==> src/sv/adc_pkg.sv <==
// ----------------------------------------------------------------------------
// Automatic door controller package
// Shared transaction types, register indexes, reset values and output codes.
// ----------------------------------------------------------------------------
package adc_pkg;

	typedef struct packed {
		logic        button_pressed;
		logic [19:0] echo_us;
		logic [31:0] now_ms;
	} in_item_t;

	typedef struct packed {
		logic [1:0]  door_state_out;
		logic        emergency_out;
		logic [7:0]  motor_duty;
		logic        red_led;
		logic        green_led;
		logic [14:0] distance_cm;
	} out_item_t;

	typedef struct packed {
		logic [15:0] open_distance_cm;
		logic [15:0] travel_time_ms;
		logic [7:0]  run_duty;
	} cfg_t;

	localparam int unsigned CFG_INDEX_W = 2;
	localparam int unsigned CFG_DATA_W  = 16;

	localparam logic [CFG_INDEX_W-1:0] REG_OPEN_DISTANCE = 2'd0;
	localparam logic [CFG_INDEX_W-1:0] REG_TRAVEL_TIME   = 2'd1;
	localparam logic [CFG_INDEX_W-1:0] REG_RUN_DUTY      = 2'd2;

	localparam logic [15:0] OPEN_DISTANCE_RST = 16'd100;
	localparam logic [15:0] TRAVEL_TIME_RST   = 16'd2000;
	localparam logic [7:0]  RUN_DUTY_RST      = 8'd200;

	localparam logic [1:0] DOOR_CODE_CLOSED  = 2'd0;
	localparam logic [1:0] DOOR_CODE_OPENING = 2'd1;
	localparam logic [1:0] DOOR_CODE_OPEN    = 2'd2;
	localparam logic [1:0] DOOR_CODE_CLOSING = 2'd3;

	// Ten times the reciprocal of 291 scaled by 2^32, rounded up; exact for all
	// 19-bit half echo widths.
	localparam logic [27:0] DIST_MULT  = 28'd147593378;
	localparam int unsigned DIST_SHIFT = 32;

endpackage

==> src/sv/automatic_door_controller.sv <==
// ----------------------------------------------------------------------------
// Automatic door controller
// Emergency toggle, echo distance and timed four-state door control.
// ----------------------------------------------------------------------------
// Each input transaction on in_valid/in_ready is one control tick carrying the
// button level, the echo width and the millisecond time. Each tick gives
// exactly one result transaction on out_valid/out_ready, in order.
// A tick is captured in an input register, and the door logic and distance
// conversion run between that register and the result register, from which
// the result is offered. One tick per cycle is sustained while the receiver
// takes results; the single 19 by 28 bit constant multiplication of the distance
// conversion sets the critical path.
// When the receiver stalls, the result register holds and the input register
// still takes one more tick; ready falls only once both are full.
// Reset empties both registers, returns the door to closed with emergency mode
// off, and loads the register defaults. Configuration writes through
// cfg_wr_en, cfg_index and cfg_wdata take effect at once; an index past the
// last register is ignored.
// ----------------------------------------------------------------------------
module automatic_door_controller (
	input  logic                              clk,
	input  logic                              arst_n,
	input  logic                              in_valid,
	output logic                              in_ready,
	input  adc_pkg::in_item_t                 in_data,
	output logic                              out_valid,
	input  logic                              out_ready,
	output adc_pkg::out_item_t                out_data,
	input  logic                              cfg_wr_en,
	input  logic [adc_pkg::CFG_INDEX_W-1:0]   cfg_index,
	input  logic [adc_pkg::CFG_DATA_W-1:0]    cfg_wdata
);
	import adc_pkg::*;

	cfg_t      cfg_q;
	in_item_t  item_s1;
	logic      valid_s1;
	out_item_t res_s2;
	logic      valid_s2;
	logic      load_s2;
	logic [14:0] dist_cm;
	out_item_t result;

	assign load_s2   = valid_s1 && (!valid_s2 || out_ready);
	assign in_ready  = !valid_s1 || load_s2;
	assign out_valid = valid_s2;
	assign out_data  = res_s2;

	always_ff @(posedge clk or negedge arst_n) begin
		if (!arst_n) begin
			cfg_q.open_distance_cm <= OPEN_DISTANCE_RST;
			cfg_q.travel_time_ms   <= TRAVEL_TIME_RST;
			cfg_q.run_duty         <= RUN_DUTY_RST;
		end else if (cfg_wr_en) begin
			unique case (cfg_index)
				REG_OPEN_DISTANCE: cfg_q.open_distance_cm <= cfg_wdata;
				REG_TRAVEL_TIME:   cfg_q.travel_time_ms   <= cfg_wdata;
				REG_RUN_DUTY:      cfg_q.run_duty         <= cfg_wdata[7:0];
				default: begin
				end
			endcase
		end
	end

	always_ff @(posedge clk or negedge arst_n) begin
		if (!arst_n) begin
			valid_s1 <= 1'b0;
			valid_s2 <= 1'b0;
		end else begin
			if (in_ready) begin
				valid_s1 <= in_valid;
			end
			if (load_s2) begin
				valid_s2 <= 1'b1;
			end else if (out_ready) begin
				valid_s2 <= 1'b0;
			end
		end
	end

	always_ff @(posedge clk) begin
		if (in_ready && in_valid) begin
			item_s1 <= in_data;
		end
		if (load_s2) begin
			res_s2 <= result;
		end
	end

	adc_dist u_dist (
		.echo_us     (item_s1.echo_us),
		.distance_cm (dist_cm)
	);

	adc_fsm u_fsm (
		.clk     (clk),
		.arst_n  (arst_n),
		.step    (load_s2),
		.item    (item_s1),
		.dist_cm (dist_cm),
		.cfg     (cfg_q),
		.result  (result)
	);

	a_emergency_safe: assert property (@(posedge clk) disable iff (!arst_n)
		out_valid && out_data.emergency_out |->
			out_data.motor_duty == 8'd0 && out_data.red_led &&
			out_data.door_state_out == DOOR_CODE_CLOSED && out_data.distance_cm == 15'd0)
		else $error("Emergency result does not show a stopped, closed door.");

	a_motor_only_moving: assert property (@(posedge clk) disable iff (!arst_n)
		out_valid && out_data.motor_duty != 8'd0 |->
			out_data.door_state_out == DOOR_CODE_OPENING ||
			out_data.door_state_out == DOOR_CODE_CLOSING)
		else $error("Motor runs while the door is not moving.");

	a_lamps_exclusive: assert property (@(posedge clk) disable iff (!arst_n)
		out_valid |-> out_data.red_led != out_data.green_led)
		else $error("Red and green lamps agree.");

	a_s1_held_on_stall: assert property (@(posedge clk) disable iff (!arst_n)
		valid_s1 && !load_s2 |=> valid_s1 && $stable(item_s1))
		else $error("Input register lost a transaction while stalled.");

endmodule

==> src/sv/adc_dist.sv <==
// ----------------------------------------------------------------------------
// Echo to distance conversion
// Computes floor(10 * floor(echo / 2) / 291) with one constant multiplication.
// ----------------------------------------------------------------------------
module adc_dist (
	input  logic [19:0] echo_us,
	output logic [14:0] distance_cm
);
	import adc_pkg::*;

	logic [18:0] half;
	logic [46:0] prod;

	assign half        = echo_us[19:1];
	assign prod        = 47'(half) * 47'(DIST_MULT);
	assign distance_cm = prod[DIST_SHIFT+14:DIST_SHIFT];

endmodule

==> src/sv/adc_fsm.sv <==
// ----------------------------------------------------------------------------
// Door state machine
// Holds the door, travel timer and emergency state and forms one result per
// transaction that passes from the input register to the result register.
// ----------------------------------------------------------------------------
module adc_fsm (
	input  logic              clk,
	input  logic              arst_n,
	input  logic              step,
	input  adc_pkg::in_item_t item,
	input  logic [14:0]       dist_cm,
	input  adc_pkg::cfg_t     cfg,
	output adc_pkg::out_item_t result
);
	import adc_pkg::*;

	typedef enum logic [3:0] {
		DOOR_CLOSED  = 4'b0001,
		DOOR_OPENING = 4'b0010,
		DOOR_OPEN    = 4'b0100,
		DOOR_CLOSING = 4'b1000
	} door_state_t;

	door_state_t door_q, door_d;
	logic [31:0] travel_start_q, travel_start_d;
	logic        last_button_q;
	logic        emergency_q, emergency_d;

	logic [31:0] elapsed;
	logic        travel_done;
	logic        near;
	logic [7:0]  motor;
	logic        red, green;

	assign emergency_d = emergency_q ^ (item.button_pressed & ~last_button_q);
	assign elapsed     = item.now_ms - travel_start_q;
	assign travel_done = elapsed >= {16'd0, cfg.travel_time_ms};
	assign near        = {1'b0, dist_cm} < cfg.open_distance_cm;

	always_comb begin
		door_d         = door_q;
		travel_start_d = travel_start_q;
		motor          = '0;
		red            = 1'b1;
		green          = 1'b0;
		if (emergency_d) begin
			door_d = DOOR_CLOSED;
		end else begin
			unique case (door_q)
				DOOR_CLOSED: begin
					if (near) begin
						door_d         = DOOR_OPENING;
						travel_start_d = item.now_ms;
					end
				end
				DOOR_OPENING: begin
					red   = 1'b0;
					green = 1'b1;
					motor = cfg.run_duty;
					if (travel_done) begin
						motor  = '0;
						door_d = DOOR_OPEN;
					end
				end
				DOOR_OPEN: begin
					red   = 1'b0;
					green = 1'b1;
					if (!near) begin
						door_d         = DOOR_CLOSING;
						travel_start_d = item.now_ms;
					end
				end
				DOOR_CLOSING: begin
					motor = cfg.run_duty;
					if (travel_done) begin
						motor  = '0;
						door_d = DOOR_CLOSED;
					end
				end
				default: begin
					door_d = DOOR_CLOSED;
				end
			endcase
		end
	end

	always_comb begin
		unique case (door_d)
			DOOR_OPENING: result.door_state_out = DOOR_CODE_OPENING;
			DOOR_OPEN:    result.door_state_out = DOOR_CODE_OPEN;
			DOOR_CLOSING: result.door_state_out = DOOR_CODE_CLOSING;
			default:      result.door_state_out = DOOR_CODE_CLOSED;
		endcase
		result.emergency_out = emergency_d;
		result.motor_duty    = motor;
		result.red_led       = red;
		result.green_led     = green;
		result.distance_cm   = emergency_d ? 15'd0 : dist_cm;
	end

	always_ff @(posedge clk or negedge arst_n) begin
		if (!arst_n) begin
			door_q         <= DOOR_CLOSED;
			travel_start_q <= '0;
			last_button_q  <= 1'b0;
			emergency_q    <= 1'b0;
		end else if (step) begin
			door_q         <= door_d;
			travel_start_q <= travel_start_d;
			last_button_q  <= item.button_pressed;
			emergency_q    <= emergency_d;
		end
	end

endmodule

==> config.mk <==
export PLATFORM = sky130hd
export DESIGN_NAME = automatic_door_controller
export DESIGN_NICKNAME = d
export VERILOG_FILES = /design/src/sv/adc_pkg.sv /design/src/sv/automatic_door_controller.sv /design/src/sv/adc_dist.sv /design/src/sv/adc_fsm.sv
export SDC_FILE = /design/constraint.sdc
export NUM_CORES = 1
export LEC_CHECK = 0
export BUFFER_PORTS_ARGS = -buffer_cell sky130_fd_sc_hd__buf_4
export CORE_MARGIN = 2
export CORE_UTILIZATION = 50
export CTS_BUF_LIST = sky130_fd_sc_hd__clkbuf_4
export CTS_CLUSTER_SIZE = 24
export DETAILED_ROUTE_END_ITERATION = 10
export GPL_ROUTABILITY_DRIVEN = 0
export PLACE_DENSITY = 0.68
export SYNTH_ARGS = -nofsm -noshare
export SYNTH_HDL_FRONTEND = slang
export SYNTH_HIERARCHICAL = 1
export SYNTH_SLANG_ARGS = --single-unit
==> constraint.sdc <==
create_clock -name clk -period 10.7 [get_ports clk]
set_clock_uncertainty 0.2 [all_clocks]
set_input_delay 0.535 -clock clk [delete_from_list [all_inputs] [get_ports clk]]
set_output_delay 0.535 -clock clk [all_outputs]
set_load 0.02 [all_outputs]
---- Word-level counts from Yosys, hierarchy flattened ----
Index checks and enable logic that the tools add are counted.
word-level totals
  word-level logic and storage cells ...... 68
  memory bits (writable) .................. 0
  latch bits .............................. 0
  register bits after elaboration ......... 161
  ROM bits ................................ 0
  output and inout port bits .............. 30
  memories ................................ 0
operators by class
  div/mod/pow operators ................... 0
  multipliers ............................. 1
  shifts and indexed selects .............. 0
  eq/ne operators ......................... 11
  add/subtract/negate cells ............... 1
  bitwise logic cells ..................... 5
  $lt $le $gt $ge ......................... 2
  multiplexer cells ....................... 14
  reduce and logical (&&, ||, !) cells .... 16
operator list
  kind                                                                    number
  32-bit two-way mux                                                      2
  32-bit one-hot mux with 2 select lines                                  1
  19-bit by 27-bit multiplier with 46-bit output (second input constant)  1
  32-bit by 16-bit >= comparator with 1-bit output                        1
  32-bit subtractor                                                       1
  4-bit two-way mux                                                       5
  15-bit by 16-bit less-than comparator with 1-bit output                 1
  4-bit one-hot mux with 4 select lines                                   1
  4-bit by 2-bit == test with 1-bit output (second input constant)        2
  4-bit by 3-bit == test with 1-bit output (second input constant)        2
  4-bit == test (second input constant)                                   2
  2-bit one-hot mux with 3 select lines                                   1
  2-bit AND reduction                                                     3
  5-bit AND reduction                                                     1
  4-bit by 1-bit == test with 1-bit output (second input constant)        1
  1-bit two-way mux                                                       4
  2-bit nonzero test                                                      2
  2-bit OR reduction                                                      2
  1-bit NOT                                                               3
  3-bit OR reduction                                                      1
  2-bit by 1-bit == test with 1-bit output (second input constant)        1
  2-bit == test (second input constant)                                   1
  1-bit logical AND                                                       2
  1-bit logical NOT                                                       2
  6 further kinds                                                         7

---- Depth between registers and ports, before layout ----
  depth after elaboration ................. 7
  mapped depth ............................ 33
  mapped depth without buffers ............ 30

---- Hierarchy ----
Netlist, hierarchy kept.
modules (own cells, without submodules)
  module                     seq. area each (µm²)  times used  cells each  area an instance (µm²)
  adc_dist                   0.0                   1           715         6462.4
  adc_fsm                    952.2                 1           562         4682.0
  automatic_door_controller  3498.4                1           174         4047.6

---- Least setup slack after synthesis ----
OpenSTA, ideal clock, no wires.
  path type ............................... register to register
  start point ............................. register item_s1[41] (netlist name)
  end point ............................... register u_fsm.travel_start_q[0]
  slack ................................... 3.107 ns
  period minus slack after synthesis ...... 7.593 ns
  required time ........................... 10.375 ns
  setup time .............................. 0.125 ns
  buffers on the path ..................... 3
  arrival ................................. 7.268 ns
  stages on the path, launching flop included .. 29
  path through ............................ edfxtp_1 -> inv_1 -> ha_1 -> fa_1 -> fa_1 -> fa_1 -> inv_1 -> fa_1 -> inv_1 -> fa_1 -> inv_1 -> ha_1 -> clkbuf_1 -> nand2_1 -> o21ba_2 -> and3_1 -> a21oi_1 -> nand2_1 -> o21a_1 -> o311ai_0 -> ha_1 -> a211o_1 -> o31ai_1 -> nand2_1 -> o22ai_1 -> and4_1 -> clkbuf_1 -> buf_2 -> mux2_2
on the way
  cells in the longest elaborated chain, start to end .. 4
  elaborated cells between the ends (all ways) .. 5
  classes of those cells .................. mul: 1; order compare: 1; eq/ne: 2; reduce/logical: 1
RTL lines
  element                                                                                            line                             RTL
  start, declared                                                                                    automatic_door_controller.sv:36  in_item_t item_s1;
  start signal, assigned                                                                             automatic_door_controller.sv:83  item_s1 <= in_data;
  19-bit by 27-bit multiplier with 46-bit output *                                                   adc_dist.sv:15                   assign prod = 47'(half) * 47'(DIST_MULT);
  named net dist_cm[14]                                                                              automatic_door_controller.sv:41  logic [14:0] dist_cm;
  15-bit by 16-bit less-than comparator with 1-bit output *                                          adc_fsm.sv:38                    assign near = {1'b0, dist_cm} < cfg.open_distance_cm;
  2-bit != test (no source line) / 2-bit by 1-bit != test with 1-bit output (equally long branches)  n/a
  5-bit AND reduction (no source line) *                                                             n/a
  end signal, assigned                                                                               adc_fsm.sv:109                   travel_start_q <= travel_start_d;
  end, declared                                                                                      adc_fsm.sv:25                    logic [31:0] travel_start_q, travel_start_d;
The timed path passes the listed nets; every way through them passes the cells marked *.
A chain may end at the register's enable or synchronous reset.

---- Worst setup path after layout ----
  start point ............................. register item_s1[44] (netlist name)
  end point ............................... register u_fsm.travel_start_q[15]
Same word-level chain as after synthesis.

==> out/qor.txt <==
routed len/inst: 16.90 µm
DP Worst Slack: 2.140 ns
f_max: 0.1165 GHz
Most Crowded Layer GR: met2
Sink Count: 160
ANT nets after route: 0
critical path type: flop to flop
Residual DRC: 0
GRT met1 Usage: 0.2949
Max Slew Vio Count: 0
gr ovfl total: 0
Slew headroom: 0.4123
CTS max path bufs: 2
fraction of layout cells with a size suffix above 1: 0.1574
status: completed
met3 GRT Util: 0.02685
final instance area: 17350 µm²
Filler Cell Count: 2529
via count: 10.88k
first-pass GRT wire length: 55800 µm
First DRT Iteration DRCs: 640
endpoints failing setup: 0
die height: 178.1 µm
Critical Path Source Type: flop
post-route core utilization: 0.5838
CP arrival: 8.84 ns
Post-Synthesis Cells: 1450
vias per inst: 5.358
Syn-to-layout area delta: 14.42%
Final Power: 4.714 mW
Synth Area per Inst: 10.46 µm²
DIE WIDTH: 178.1 µm
min cycle time layout: 8.586 ns
Finished Layout Cells: 2030
cell area after placement: 16330 µm²
drt pass-1 iters: 5
Final WS setup: 2.114 ns
cts bufs inserted: 17
vias in the first global route: 11.23k
number of core rows: 63
final hold vios: 0
fin crit share: 0.8024
GRT Overall Usage: 0.2256
DIE AREA: 31730 µm²
cell total after placement: 1926
largest net degree at the start of global routing: 57
Req. time, crit path: 10.95 ns
Worst Tran Pin Value: 0.8806 ns
worst hold slack: 0.1906 ns
CTS tree: built
RSZ-0062 raised after global routing: false
number of max-cap violations: 0
Worst-path clk slew: 0.15 ns
Net count, final: 2055
clock latency on the worst-skew pair: 0.59 ns
Cell Pwr Density: 271.7 nW/µm²
total of warnings raised by yosys: 6
Root Buffer: clkbuf_4
H-Tree Depth: 4
I/O Buffers: 104
post-DP HPWL: 27680 µm
crit end category: flop
Core Region: 29720 µm²
Global Route met2 Usage: 0.3983
initial core utilization: 0.5102
drt total wl: 34300 µm
antenna violations before repair: 1
setup TNS: 0 ns
slowest CP cell: edfxtp_1
area of the mapped netlist: 15160 µm²
critical path's largest stage delay: 0.65 ns
HP Class: primary input to async pin
net count after synthesis: 1879
io pins: 106
Peak VDD IR: 0.1390 mV
critical path fanouts, max: 32
LEAKAGE: 8.454 nW
final timing paths:
kind	startpoint	end	slack [ns]	depth (start not counted)
max in group asynchronous	arst_n	u_fsm/travel_start_q[3]	9.05	3
worst min-delay path	arst_n	cfg_q[24]	0.19	2
worst min register to register	u_fsm/travel_start_q[5]	u_fsm/travel_start_q[5]	0.30	1
worst max-delay path	item_s1[44]	u_fsm/travel_start_q[15]	2.11	28
min in group clk	cfg_index[1]	cfg_q[24]	0.25	3
worst max register to register	item_s1[44]	u_fsm/travel_start_q[15]	2.11	28
per-layer routing:
layer	share of wire	wire, µm
met5	0	0
met4	0.015	518
met3	0.034	1170
met2	0.50	17060
met1	0.45	15550
state kept, by name, summed over array words and instances (netlist names):
register	cells
out_data	28
u_fsm/travel_start_q	32
cfg_q	40
u_fsm/emergency_q	1
item_s1	52
out_valid	1
u_fsm/last_button_q	1
u_fsm/door_q	4
valid_s1	1
cell type report:
cell class	instances	area (µm²)	share of cell area
antenna	1	2.502	0.0001442
inverter	302	1134	0.06534
clock buffer	18	135.1	0.007789
multi-input combinational	965	9470	0.5459
clock inverter	14	168.9	0.009737
sequential	160	4420	0.2548
timing repair buffer	180	1529	0.08814
tap	390	488.0	0.02813
what timing repair did:
item,in CTS,in global routing
resized for setup,0,0
endpoints found under the setup margin,0,0
hold buffers,70,1
buffers inserted,0,0
endpoints found under the hold margin,114,3
cell usage in the layout (no fill, tap or decap), types with 4 or more instances in the layout:
cell type	n
ha_1	250
and3_1	7
nand3_1	15
o2111ai_1	6
and2_1	28
nand4_1	24
o22a_1	6
nor3_1	9
dfstp_2	13
o21ai_0	36
mux2_2	67
nand2_1	61
and4_1	4
xnor2_1	21
inv_1	302
nand2b_1	15
edfxtp_1	80
buf_4	109
o211ai_1	10
or2_2	6
a21o_1	26
clkbuf_4	18
nor2b_1	13
a21oi_1	63
dlygate4sd3_1	71
o22ai_1	4
o21ai_1	11
inv_8	4
o21a_1	12
or3_1	10
fa_1	103
nor2_1	43
a211oi_1	11
inv_6	4
a31oi_1	6
mux2_1	6
xor2_1	10
dfrtp_1	67
critical path: cells and delay by family, from the launching register on:
| family | cells | cell delay [ns] |
|---|---|---|
| adder cells (fa/ha/maj) | 8 | 3.33 |
| buffers and inverters | 5 | 0.66 |
| flip-flops | 1 | 0.65 |
| AND/OR/NAND/NOR | 5 | 1.15 |
| XOR/XNOR | 1 | 0.24 |
| multiplexers | 1 | 0.40 |
| AO/OA/AOI/OAI | 8 | 1.85 |
report_power, final:
| group | switching (mW) | total (mW) | internal [mW] |
|---|---|---|---|
| clock network | 0.243 | 0.393 | 0.150 |
| registers | 0.0899 | 0.917 | 0.827 |
| logic | 1.97 | 3.40 | 1.43 |
(Power assumes the default switching activity.)
